## src/rtl/mec_pkg.sv

```systemverilog
package mec_pkg;

    // Fixed-point format of coordinates and iterates
    localparam int FRACTION_BITS = 27;
    localparam int COUNT_BITS    = 24;

    // Field and register widths
    localparam int COORD_W  = 32;
    localparam int STEP_W   = 31;
    localparam int INDEX_W  = 16;
    localparam int LIMIT_W  = 24;
    localparam int CFG_W    = 32;
    localparam int CFG_IDX_W = 3;

    localparam int IN_TDATA_W  = 2 * INDEX_W;
    localparam int OUT_TDATA_W = ((COUNT_BITS + 7) / 8) * 8;

    // Register indexes
    localparam logic [CFG_IDX_W-1:0] REG_REAL_LEFT       = 3'd0;
    localparam logic [CFG_IDX_W-1:0] REG_REAL_STEP       = 3'd1;
    localparam logic [CFG_IDX_W-1:0] REG_IMAG_LOWER      = 3'd2;
    localparam logic [CFG_IDX_W-1:0] REG_IMAG_STEP       = 3'd3;
    localparam logic [CFG_IDX_W-1:0] REG_ITERATION_LIMIT = 3'd4;

    // Reset values
    localparam logic [COORD_W-1:0] RST_REAL_LEFT  = 32'hF000_0000;
    localparam logic [STEP_W-1:0]  RST_REAL_STEP  = 31'd524288;
    localparam logic [COORD_W-1:0] RST_IMAG_LOWER = 32'hF000_0000;
    localparam logic [STEP_W-1:0]  RST_IMAG_STEP  = 31'd524288;
    localparam logic [LIMIT_W-1:0] RST_LIMIT      = 24'd1000;

    // Escape threshold: 4.0 in the scale of a square, 2*FRACTION_BITS fraction bits
    localparam int              THR_SHIFT     = 2 * FRACTION_BITS + 2;
    localparam bit              CAN_ESCAPE    = (THR_SHIFT < 64);
    localparam logic [64:0]     ESC_THRESHOLD = CAN_ESCAPE ? (65'd1 << THR_SHIFT) : 65'd0;

    // Point queue between front and back
    localparam int QUEUE_DEPTH = 2;
    localparam int QPTR_W      = (QUEUE_DEPTH > 1) ? $clog2(QUEUE_DEPTH) : 1;
    localparam int QCNT_W      = $clog2(QUEUE_DEPTH + 1);

    typedef struct packed {
        logic signed [COORD_W-1:0] real_left;
        logic        [STEP_W-1:0]  real_step;
        logic signed [COORD_W-1:0] imag_lower;
        logic        [STEP_W-1:0]  imag_step;
    } mec_cfg_t;

    typedef struct packed {
        logic signed [COORD_W-1:0] c_re;
        logic signed [COORD_W-1:0] c_im;
    } mec_point_t;

    // Saturate a wide signed value to the signed 32-bit range
    function automatic logic signed [COORD_W-1:0] sat32(input logic signed [65:0] v);
        logic signed [65:0] hi;
        logic signed [65:0] lo;
        hi = 66'sh0_7FFF_FFFF;
        lo = -66'sh0_8000_0000;
        if (v > hi)
            return 32'sh7FFF_FFFF;
        else if (v < lo)
            return 32'sh8000_0000;
        else
            return v[COORD_W-1:0];
    endfunction

endpackage

```

## src/rtl/mec_queue.sv

```systemverilog
module mec_queue
    import mec_pkg::*;
(
    input  logic        clk,
    input  logic        rst_n,
    input  logic        push_valid,
    output logic        push_ready,
    input  mec_point_t  push_point,
    output logic        pop_valid,
    input  logic        pop_ready,
    output mec_point_t  pop_point
);

    mec_point_t          entry_reg [QUEUE_DEPTH];
    logic [QPTR_W-1:0]   wr_ptr_reg;
    logic [QPTR_W-1:0]   wr_ptr_next;
    logic [QPTR_W-1:0]   rd_ptr_reg;
    logic [QPTR_W-1:0]   rd_ptr_next;
    logic [QCNT_W-1:0]   fill_reg;
    logic [QCNT_W-1:0]   fill_next;
    logic                do_push;
    logic                do_pop;

    assign push_ready = (fill_reg != QCNT_W'(QUEUE_DEPTH));
    assign pop_valid  = (fill_reg != '0);
    assign pop_point  = entry_reg[rd_ptr_reg];
    assign do_push    = push_valid && push_ready;
    assign do_pop     = pop_valid && pop_ready;

    // Advance the pointers with wrap at the queue depth
    always_comb
    begin
        wr_ptr_next = wr_ptr_reg;
        rd_ptr_next = rd_ptr_reg;
        fill_next   = fill_reg;
        if (do_push)
            wr_ptr_next = (wr_ptr_reg == QPTR_W'(QUEUE_DEPTH - 1)) ? '0 : wr_ptr_reg + 1'b1;
        if (do_pop)
            rd_ptr_next = (rd_ptr_reg == QPTR_W'(QUEUE_DEPTH - 1)) ? '0 : rd_ptr_reg + 1'b1;
        if (do_push && !do_pop)
            fill_next = fill_reg + 1'b1;
        else if (do_pop && !do_push)
            fill_next = fill_reg - 1'b1;
    end

    always_ff @(posedge clk or negedge rst_n)
    begin
        if (!rst_n)
        begin
            wr_ptr_reg <= '0;
            rd_ptr_reg <= '0;
            fill_reg   <= '0;
        end
        else
        begin
            wr_ptr_reg <= wr_ptr_next;
            rd_ptr_reg <= rd_ptr_next;
            fill_reg   <= fill_next;
        end
    end

    always_ff @(posedge clk)
    begin
        if (do_push)
            entry_reg[wr_ptr_reg] <= push_point;
    end

endmodule

```

## config.mk

```make
export PLATFORM = sky130hd
export DESIGN_NAME = mec_queue
export DESIGN_NICKNAME = d
export VERILOG_FILES = /design/src/rtl/mec_pkg.sv /design/src/rtl/mec_queue.sv
export SDC_FILE = /design/constraint.sdc
export NUM_CORES = 1
export LEC_CHECK = 0
export ABC_CLOCK_PERIOD_IN_PS = 11300
export BUFFER_PORTS_ARGS = -buffer_cell sky130_fd_sc_hd__buf_4
export CORE_MARGIN = 1
export CORE_UTILIZATION = 35
export DETAILED_ROUTE_END_ITERATION = 10
export GPL_TIMING_DRIVEN = 1
export PLACE_DENSITY_LB_ADDON = 0.25
export SYNTH_ARGS = -nofsm -noshare
export SYNTH_HDL_FRONTEND = slang
export SYNTH_SLANG_ARGS = --single-unit
```

## constraint.sdc

```tcl
create_clock -name clk -period 11.3 [get_ports clk]
set_input_delay 1.695 -clock clk [delete_from_list [all_inputs] [get_ports clk]]
set_output_delay 1.695 -clock clk [all_outputs]
set_load 0.01 [all_outputs]
```

---- Word-level counts from Yosys, hierarchy flattened ----
Memories as Yosys holds them, arrays and structs flattened.
Cells that the tools add are included.
word-level totals
  input port bits ......................... 68
  bits in writable memories ............... 128
  output and inout port bits .............. 66
  register bits after elaboration ......... 4
  word-level logic and storage cells ...... 23
  memories ................................ 1
cells by class
  reductions and logical operators ........ 8
  eq/ne operators ......................... 1
  add/subtract/negate cells ............... 4
  multiplexer cells ....................... 6
memories
  memory     depth  width  read ports  clocked after Yosys merged registers in  write ports  RTL line         text
  entry_reg  2      64     1           0                                        1            mec_queue.sv:14  mec_point_t entry_reg [QUEUE_DEPTH];
operators with widths
  cell                                                                 number
  1-bit logical AND                                                    4
  1-bit 2-to-1 mux                                                     4
  2-bit 2-to-1 mux                                                     2
  2-bit nonzero test                                                   2
  1-bit adder (second input constant)                                  2
  2-bit by 1-bit adder with 2-bit output (second input constant)       1
  1-bit zero test                                                      2
  2-bit inequality test (second input constant)                        1
  2-bit by 1-bit subtractor with 2-bit output (second input constant)  1

---- Depth between registers and ports, before layout ----
  depth after elaboration ................. 6
  mapped depth ............................ 7
  mapped depth without buffers ............ 7

---- Worst setup path before layout ----
Ideal clock, no wire load.
  kind .................................... input to register
  start point ............................. in push_valid
  end point ............................... mem entry_reg[0][0] in the netlist's numbering, enable pin
  arrival time ............................ 4.462 ns
  path slack .............................. 6.351 ns
  setup time .............................. 0.486 ns
  data required time ...................... 10.814 ns
  path buffers ............................ 0
  stages .................................. 2
  path through ............................ nand2_1 -> nor2_1
on the way
  cells in the longest elaborated chain, start to end .. 3
RTL lines
  element                                 RTL line         text
  from (decl)                             mec_queue.sv:6   input logic push_valid,
  1-bit logical AND                       mec_queue.sv:27  assign do_push = push_valid && push_ready;
  1-bit 2-to-1 mux                        mec_queue.sv:64  if (do_push)
  1-bit 2-to-1 mux (implied by the code)  mec_queue.sv:65  entry_reg[wr_ptr_reg] <= push_point;
  to (decl)                               mec_queue.sv:14
No other way between the ends.

==> reports/metrics.csv <==
metric,value,unit
status,finished clean,
Min-Delay Endpoint,fill_reg[1],
placed cell area,0.00620,mm²
Slowest Stage Delay on Critical Path,0.79,ns
Initial DRC Count,112,
Final Hold Fails,0,
Leak Pwr,0.00269,µW
clock slew at reported path FFs,0.06,ns
Post-CTS Hold Fix Bufs,0,
root buffer cell,clkbuf_16,
global route overflow,0,
Routed Antenna Nets,0,
Tightest Hold Check Type,flip-flop to flip-flop,
synthesized area per cell,23.1,µm²
most frequent cells after synthesis,"128 x edfxtp_1, 50 x mux2_4, 14 x mux2_2",
ys async rst share,3.03,%
# diodes,0,
Internal,1360,µW
CP required,9.61,ns
Post-Syn Area,0.00502,mm²
yosys synthesis warning count,0,
#FFs+latches synth,132,
initial antenna violation count,0,
Combinational Power Share,31.1,%
DIE HEIGHT,122,µm
vias,2429,
RePlAce Congestion,0.607,
Reg2Reg Setup Slack,9.08,ns
synth top area cells,"edfxtp_1 77%, mux2_4 15%, mux2_2 3.1%",
max_cap viols,0,
Post-CTS Repair Setup Buffers,0,
"area leader, netlist",edfxtp_1,
Post-Layout Inst Area,0.00680,mm²
Initial Utilization,36.0,%
dpl hpwl,5.41,mm
Worst R2R End,entry_reg[0][53],
Nets,433,
share of layout cells above drive strength 1,60.5,%
final non-filler cell total,557,
Largest register FFs,128,
"count leader, synth",edfxtp_1,
FF-to-FF Start,fill_reg[0],
Num CTS Buffers,17,
kind of critical path,flip-flop to output port,
top_reg_cell synth,edfxtp_1,
Synth cell types,15,
# port buffers,133,
worst setup skew after layout,0.00758,ns
CTS max path bufs,2,
min cycle time layout,4.04,ns
CP startpoint,rd_ptr_reg,
vias in the first global route,2556,
Mapped Nets,286,
DRC violations left,0,
H-tree depth,4,
wire per inst,15.7,µm
FMAX,248,MHz
Hold Crit Start,fill_reg[1],
Rows,43,
Net Sw Frac,26.3,%
slew at the pin closest to its max-slew limit,0.962,ns
Worst path slowest cell,buf_4,
fillcell total,1180,
die area,0.0148,mm²
CP dominant cell by count,buf_4,
Mapped Cells,217,
first-pass GRT wire length,12.9,mm
area of the multi-input gates,0.00101,mm²
setup TNS,0,ns
Hold Path Stages,1,
Worst EP arrival,2.35,ns
clk sinks,132,
max-slew violations,0,
critical path capture point type,output port,
Power Density,271,mW/mm²
top-area cell type share of the netlist area,76.6,%
Register Area,0.00395,mm²
drt pass-1 iters,4,
cell count after placement,525,
Slew HR,35.9,%
CP startpoint kind,flip-flop,
VDD IR-drop max,0.209,mV
DIE WIDTH,122,µm
IO Count,134,
TritonCTS clock tree,yes,
crit path cell chain,buf_4 -> mux2_2 -> buf_4,
"Max FO, Critical Path",51,
endpoints failing setup,0,
Final period util,35.8,%
Post-CTS Resized,0,
Overall Global Routing Usage,12.3,%
reg2reg path depth,4,
register area share after synthesis,78.6,%
final wirelength,8.73,mm
count of flip-flops with a built-in enable after synthesis,128,
Area growth syn-to-layout,35.5,%
drt via density,4.36,
clock share of power,30.2,%
largest net degree at the start of global routing,65,
clock latency on the worst-skew pair,0.41,ns
Psw,485,µW
Core ar.,0.0139,mm²
register share of total power,38.7,%
RSZ-0062 raised after global routing,no,
## metrics by stage
step	setup WS (ns)	total power (µW)	utilization [%]	hold slack, ns
finish	7.26	1840	48.8	0.496
global route	7.14	1930	48.8	0.516
floorplan	6.35	1080	-	0.456
global placement	7.65	1300	44.5	0.472
CTS	7.17	1870	48.8	0.500
detailed placement	7.64	1310	44.5	0.489
## logic make-up after synthesis
| family | count (synthesis) | synth area share [%] |
|---|---|---|
| muxes | 64 | 18.1 |
| DFF | 132 | 78.6 |
| adders and majority gates | 1 | 0.249 |
| buffers and inverters | 8 | 1.52 |
| xor gates and xnor gates | 5 | 0.873 |
| and+or+nand+nor | 7 | 0.673 |
## cells in the final DEF, fill, tap and decap left out, drive strengths merged
cell type	count
clkinv	6
nand2	2
inv	1
xor2	2
clkbuf	22
and3	1
mux2	64
dfrtp	4
nand2b	1
nor2	2
ha	1
edfxtp	128
buf	135
xnor2	3
bufinv	4
or2	1
## power groups by stage
| stage | Combinational [µW] | Clock, µW | Sequential (µW) |
|---|---|---|---|
| after floorplan | 373 | 0 | 709 |
| after global placement | 584 | 0 | 719 |
| after detailed placement | 587 | 0 | 725 |
| after CTS | 588 | 570 | 716 |
| after global routing | 615 | 590 | 725 |
| final | 572 | 557 | 713 |
## area by class of cell
cell class,instances,area share (%)
sequential,132,58.0
timing repair buffer,135,14.9
multi-input combinational,77,14.9
clock buffer,22,6.53
tap,180,3.31
clock inverter,10,2.30
inverter,1,0.0552
## worst max path at each step
stage | end | slack (ns)
floorplan | entry_reg[0][0] | 6.35
global placement | pop_point[48] | 7.65
detailed placement | pop_point[48] | 7.64
CTS | pop_point[48] | 7.17
global route | pop_point[48] | 7.14
finish | pop_point[48] | 7.26
## worst max-delay path: cells and delay by family, from the launching register on
family | cells | cell delay, ns
buffers and inverters | 2 | 0.93
DFF | 1 | 0.57
muxes | 1 | 0.41
## layer usage
metal	track usage [%]	vias to the layer above	share of wire, %	routed length (µm)
li1	-	1150	-	-
met1	14.1	1169	42	3640
met2	19.3	95	49	4300
met3	5.06	15	7.0	610
met4	6.94	0	2.0	176
met5	0	-	0	0
(Power assumes the default switching activity.)
