--- src/rtl/mec_pkg.sv ---
package mec_pkg;

    // Fixed-point format of coordinates and iterates
    localparam int FRACTION_BITS = 27;
    localparam int COUNT_BITS    = 24;

    // Field and register widths
    localparam int COORD_W  = 32;
    localparam int STEP_W   = 31;
    localparam int INDEX_W  = 16;
    localparam int LIMIT_W  = 24;
    localparam int CFG_W    = 32;
    localparam int CFG_IDX_W = 3;

    localparam int IN_TDATA_W  = 2 * INDEX_W;
    localparam int OUT_TDATA_W = ((COUNT_BITS + 7) / 8) * 8;

    // Register indexes
    localparam logic [CFG_IDX_W-1:0] REG_REAL_LEFT       = 3'd0;
    localparam logic [CFG_IDX_W-1:0] REG_REAL_STEP       = 3'd1;
    localparam logic [CFG_IDX_W-1:0] REG_IMAG_LOWER      = 3'd2;
    localparam logic [CFG_IDX_W-1:0] REG_IMAG_STEP       = 3'd3;
    localparam logic [CFG_IDX_W-1:0] REG_ITERATION_LIMIT = 3'd4;

    // Reset values
    localparam logic [COORD_W-1:0] RST_REAL_LEFT  = 32'hF000_0000;
    localparam logic [STEP_W-1:0]  RST_REAL_STEP  = 31'd524288;
    localparam logic [COORD_W-1:0] RST_IMAG_LOWER = 32'hF000_0000;
    localparam logic [STEP_W-1:0]  RST_IMAG_STEP  = 31'd524288;
    localparam logic [LIMIT_W-1:0] RST_LIMIT      = 24'd1000;

    // Escape threshold: 4.0 in the scale of a square, 2*FRACTION_BITS fraction bits
    localparam int              THR_SHIFT     = 2 * FRACTION_BITS + 2;
    localparam bit              CAN_ESCAPE    = (THR_SHIFT < 64);
    localparam logic [64:0]     ESC_THRESHOLD = CAN_ESCAPE ? (65'd1 << THR_SHIFT) : 65'd0;

    // Point queue between front and back
    localparam int QUEUE_DEPTH = 2;
    localparam int QPTR_W      = (QUEUE_DEPTH > 1) ? $clog2(QUEUE_DEPTH) : 1;
    localparam int QCNT_W      = $clog2(QUEUE_DEPTH + 1);

    typedef struct packed {
        logic signed [COORD_W-1:0] real_left;
        logic        [STEP_W-1:0]  real_step;
        logic signed [COORD_W-1:0] imag_lower;
        logic        [STEP_W-1:0]  imag_step;
    } mec_cfg_t;

    typedef struct packed {
        logic signed [COORD_W-1:0] c_re;
        logic signed [COORD_W-1:0] c_im;
    } mec_point_t;

    // Saturate a wide signed value to the signed 32-bit range
    function automatic logic signed [COORD_W-1:0] sat32(input logic signed [65:0] v);
        logic signed [65:0] hi;
        logic signed [65:0] lo;
        hi = 66'sh0_7FFF_FFFF;
        lo = -66'sh0_8000_0000;
        if (v > hi)
            return 32'sh7FFF_FFFF;
        else if (v < lo)
            return 32'sh8000_0000;
        else
            return v[COORD_W-1:0];
    endfunction

endpackage

--- src/rtl/mec_front.sv ---
module mec_front
    import mec_pkg::*;
(
    input  logic                  clk,
    input  logic                  rst_n,
    input  mec_cfg_t              cfg,
    input  logic                  in_valid,
    output logic                  in_ready,
    input  logic [INDEX_W-1:0]    column,
    input  logic [INDEX_W-1:0]    row,
    output logic                  push_valid,
    input  logic                  push_ready,
    output mec_point_t            push_point
);

    localparam int PROD_W = INDEX_W + STEP_W;

    logic                 p_valid_reg;
    logic                 p_valid_next;
    logic [PROD_W-1:0]    re_prod_reg;
    logic [PROD_W-1:0]    im_prod_reg;

    logic signed [65:0]   re_sum;
    logic signed [65:0]   im_sum;

    // Take a new pixel whenever the product stage is empty or drains this cycle
    assign in_ready   = !p_valid_reg || push_ready;
    assign push_valid = p_valid_reg;

    always_comb
    begin
        p_valid_next = p_valid_reg;
        if (in_valid && in_ready)
            p_valid_next = 1'b1;
        else if (push_ready)
            p_valid_next = 1'b0;
    end

    always_ff @(posedge clk or negedge rst_n)
    begin
        if (!rst_n)
            p_valid_reg <= 1'b0;
        else
            p_valid_reg <= p_valid_next;
    end

    // Scale the indices by the step sizes
    always_ff @(posedge clk)
    begin
        if (in_valid && in_ready)
        begin
            re_prod_reg <= PROD_W'(column) * PROD_W'(cfg.real_step);
            im_prod_reg <= PROD_W'(row) * PROD_W'(cfg.imag_step);
        end
    end

    // Offset by the image edges and clamp to the coordinate range
    always_comb
    begin
        re_sum = {{(66-COORD_W){cfg.real_left[COORD_W-1]}}, cfg.real_left}
               + {{(66-PROD_W){1'b0}}, re_prod_reg};
        im_sum = {{(66-COORD_W){cfg.imag_lower[COORD_W-1]}}, cfg.imag_lower}
               + {{(66-PROD_W){1'b0}}, im_prod_reg};
        push_point.c_re = sat32(re_sum);
        push_point.c_im = sat32(im_sum);
    end

endmodule

--- config.mk ---
export PLATFORM = sky130hd
export DESIGN_NAME = mec_front
export DESIGN_NICKNAME = d
export VERILOG_FILES = /design/src/rtl/mec_pkg.sv /design/src/rtl/mec_front.sv
export SDC_FILE = /design/constraint.sdc
export NUM_CORES = 2
export LEC_CHECK = 0
export BUFFER_PORTS_ARGS = -buffer_cell sky130_fd_sc_hd__buf_2
export CAP_MARGIN = 5
export CORE_MARGIN = 3
export CORE_UTILIZATION = 55
export CTS_BUF_LIST = sky130_fd_sc_hd__clkbuf_2
export DETAILED_ROUTE_END_ITERATION = 8
export GPL_TIMING_DRIVEN = 0
export PLACE_DENSITY = 0.73
export SETUP_SLACK_MARGIN = 0.3
export SLEW_MARGIN = 20
export SYNTH_ARGS = -nofsm -noshare
export SYNTH_HDL_FRONTEND = slang
export SYNTH_SLANG_ARGS = --single-unit
--- constraint.sdc ---
create_clock -name clk -period 9.9 [get_ports clk]
set_clock_uncertainty 0.05 [all_clocks]
set_input_delay 1.485 -clock clk [delete_from_list [all_inputs] [get_ports clk]]
set_output_delay 1.485 -clock clk [all_outputs]
set_load 0.01 [all_outputs]
-- After elaboration in Yosys (flattened, before gate mapping)
Cells that the tools add are included.
Widths: inputs -> output; s select.
- memory bits (writable): 0
- output and inout bits: 66
- bits in latches: 0
- register bits: 95
- logic and storage cells: 21
- input port bits: 162
- memories: 0
- memory bits (read-only): 0
- add/sub/neg operators: 2
- eq/ne operators: 0
- multipliers: 2
- mux-type cells: 6
- reduce and logical (&&, ||, !) cells: 4
- shifts and indexed selects: 0
- bitwise gates (word level): 0
- order comparisons: 4
- div/mod/pow operators: 0
- operators by type and width (cell ; count):
    $mux 32 ; 4
    $add 32x48->49 ; 2
    $gt 49x32->1 const B ; 2
    $lt 49x32->1 const B ; 2
    $mul 16x31->47 ; 2
    $mux 1 ; 2
    $reduce_bool 2->1 ; 1
    $logic_and 1x1->1 ; 1
    $logic_not 1->1 ; 1
    $logic_or 1x1->1 ; 1

-- Longest topological paths before layout
- depth after elaboration: 4
- gate-level depth with buffers: 26
- depth with buffers taken out: 25

-- Least setup slack after synthesis
OpenSTA, ideal clock, no wires.
- kind: input to register
- start point: in cfg[75] (netlist bit)
- end point: reg re_prod_reg[40] (data pin)
- arrival: 7635 ps
- library setup time: 260 ps
- buffers on the path: 1
- setup slack: 1955 ps
- data required time: 9590 ps
- stages on the path: 23
- cells stage by stage: clkbuf_1 -> nand2_1 -> fa_1 -> fa_1 -> fa_1 -> inv_1 -> fa_1 -> fa_1 -> inv_1 -> fa_1 -> inv_1 -> ha_1 -> a2111oi_0 -> o21ai_0 -> o21ai_0 -> a21boi_0 -> a22oi_1 -> o21ai_0 -> a221oi_1 -> a211oi_1 -> or2_2 -> a41o_1 -> xor2_1
- longest elaborated chain between the ends: 1
- RTL lines (what ; line ; RTL):
    start, declared ; mec_front.sv:6 ; input mec_cfg_t cfg,
    $mul 16x31->47 ; mec_front.sv:52 ; re_prod_reg <= PROD_W'(column) * PROD_W'(cfg.real_step);
    end signal, assigned ; mec_front.sv:52 ;
    end, declared ; mec_front.sv:20 ; logic [PROD_W-1:0] re_prod_reg;
Every way passes these cells.
A chain may end at the register's enable or synchronous reset.

-- Final worst setup path
- start point: in cfg[70] (netlist bit)
- end point: reg re_prod_reg[40] (data pin)
Same word-level chain as after synthesis.

==> results.toml <==
[outcome]
status = "finished clean"

[yosys]
yosysTopAreaCellShare = 0.4059
synth_area_leader_cell = "fa_1"
ys_ff_latch = 95
syn_area_sq_um = 39950
synth.avg_cell_area_sq_um = 8.699
synth_nets = 5899
synth_edf_count = 94
synth_area_leaders = "fa_1 41%, ha_1 10%, inv_1 8.3%"
yosysSeqAreaShare = 0.07128
ys_types = 76
synthFlopType = "edfxtp_1"
ys_warn_count = 0
synth-async-reset-ratio = 0.01053
syn_inst = 4593

[cts]
postCtsHoldBufs = 0
path_clk_slew_ps = 380
max-clock-path-buffers = 2
cts_resized = 0
root_buffer = "clkbuf_2"
cts_tree = "built"
cts_buffers = 9
cts.sinks = 95
htree_levels = 3
clk_latency_ps = 710
postCtsSetupBuffers = 0

[global_routing]
grt_pass1_wl_mm = 187.5
grt_antenna_before_repair = 9
grt_max_degree = 42
grt_pass1_vias = 33690
grt_use_total = 0.3212
grt_overflow = 0

[timing]
fmax_ghz = 0.1133
setup_viol = 0
worst_pin_slew_ps = 985.4
slew_violations = 0
finalSetupTns_ps = 0
min_period_ps = 8824
hold_slack_ps = 395.4
finalHoldViolCount = 0
min_period_over_period = 0.8913
rsz0062_at_grt = "false"
relSlewSlack = 0.3431

[route]
ant_nets = 0
wl_met2_mm = 51.03
vias = 33100
top_layer = "met4"
avgViaCountPerCell = 5.713
met1_length_mm = 50.75
dr_wl_met3_mm = 13.28
drtIter0Drc = 2777
wl_mm = 119.7
route.detailed.wl_per_inst_microns = 20.67
drt-pass1-iter-count = 6
route.detailed.drc = 0

[worst_setup_path]
cp-end-kind = "flip-flop"
r2r_slack_ps = 8000
crit_type = "in2reg"
cp.required_ps = 10250
worstPathMaxFanout = 10
worstPathArrival_ps = 9170
critPathLaunchType = "input port"
timing.rr.start = "push_valid"
rr_endpoint = "re_prod_reg[32]"
reg2regPathDepth = 4

[flow_run]
drv_cap = 0

[worst_hold_path]
hold_path_class = "in2async"

[placement]
hpwl_mm = 100.8
port_buffers = 227
gp_congestion = 1.008

[floorplanning]
rows = 98
io_pins = 228
initial_utilization = 0.5570
coreArea_sq_um = 71730
die_h_microns = 275.5
die_area_sq_um = 75910
fp.dieW_microns = 275.5

[finish]
layout-drive-gt1-share = 0.05912
nets = 6139
syn2layout_area_growth_pct = 6.197
fill_cells = 6451
Yosys cell counts (11+ instances only):
cell	n
buf_2	11
a21o_1	94
o211ai_1	17
inv_1	885
a211oi_1	26
a31oi_1	22
nand2b_1	19
nor2b_1	11
nor2_1	105
a21oi_1	207
and3_1	17
ha_1	334
o21ai_0	138
clkbuf_1	195
nand4_1	31
o21a_1	23
edfxtp_1	94
fa_1	810
xnor2_1	101
nand2_1	711
and2_1	417
xor2_1	68
o21bai_1	29
nand3_1	37
nor3_1	37
placed cells by master, fill, tap and decap left out, types with 7 or more instances in the layout:
cell	instances
a211oi_1	26
a21o_1	94
a21oi_1	207
a31oi_1	22
and2_1	416
and3_1	17
buf_2	238
clkbuf_1	195
clkbuf_2	13
edfxtp_1	94
fa_1	810
ha_1	334
inv_1	885
nand2_1	711
nand2b_1	19
nand3_1	37
nand4_1	31
nor2_1	105
nor2b_1	11
nor3_1	37
nor4_1	10
o211ai_1	17
o21a_1	23
o21ai_0	138
o21bai_1	29
o31ai_1	9
or2_2	7
or3_1	8
xnor2_1	101
xor2_1	68
routing by layer:
metal / vias up / GRT usage
met5: - / 0
met4: 0 / 0.1119
met3: 260 / 0.07867
met2: 1724 / 0.4777
met1: 16370 / 0.4600
li1: 14750 / -
cell type report:
| type | count | area (sq um) | area share |
|---|---|---|---|
| clock inverter | 6 | 43.79 | 0.001032 |
| multi-input combinational | 3400 | 32940 | 0.7763 |
| tap | 950 | 1189 | 0.02801 |
| inverter | 885 | 3322 | 0.07829 |
| sequential | 95 | 2848 | 0.06712 |
| timing repair buffer | 229 | 1176 | 0.02772 |
| clock buffer | 10 | 50.05 | 0.001180 |
| antenna | 6 | 15.01 | 0.0003539 |
| buffer | 213 | 847.1 | 0.01996 |
cell families (layout without fill, tap and decap cells):
family | Yosys count | count (layout) | synth area share
buffers and inverters | 1098 | 1343 | 0.1043
DFF | 95 | 95 | 0.07128
other | 0 | 6 | 0
xor gates and xnor gates | 169 | 169 | 0.03705
muxes | 3 | 3 | 0.0007516
and+or+nand+nor | 1433 | 1433 | 0.1724
adders and majority gates | 1144 | 1144 | 0.5105
AOI/OAI and AO/OA | 651 | 651 | 0.1037
how the worst max path moves through the flow:
stage | startpoint | to | slack, ps
floorplan | cfg[75] | re_prod_reg[40] | 1950
global placement | cfg[70] | re_prod_reg[40] | 560
detailed placement | cfg[70] | re_prod_reg[40] | 530
CTS | cfg[73] | re_prod_reg[40] | 1280
global route | cfg[70] | re_prod_reg[44] | 770
finish | cfg[70] | re_prod_reg[40] | 1080
critical path, cell delays in order:
cell and delay, ps:
buf_2 260, clkbuf_1 600, nand2_1 170, fa_1 570, inv_1 50, fa_1 500
inv_1 60, fa_1 540, inv_1 50, fa_1 470, fa_1 490, inv_1 50
fa_1 480, inv_1 40, ha_1 350, o21a_1 220, o21ai_0 400, a21boi_0 240
a22oi_1 360, o21ai_0 280, a221oi_1 510, a211oi_1 230, or2_2 350, a41o_1 260
xor2_1 140
metrics by stage:
| step | util | cell area, sq um | setup WS [ps] | instances |
|---|---|---|---|---|
| after detailed placement | 0.5900 | 42320 | 526.4 | 5772 |
| after floorplan | - | 39950 | 1955 | 4593 |
| final | 0.5915 | 42430 | 1076 | 5794 |
| after global placement | 0.5894 | 42280 | 558.0 | 5770 |
| after global routing | 0.5915 | 42430 | 770.5 | 5794 |
| after CTS | 0.5913 | 42410 | 1281 | 5788 |
Power is left out: the tool's default activity adds up to more than one toggle a clock period on the data nets, which glitch-free logic cannot reach.
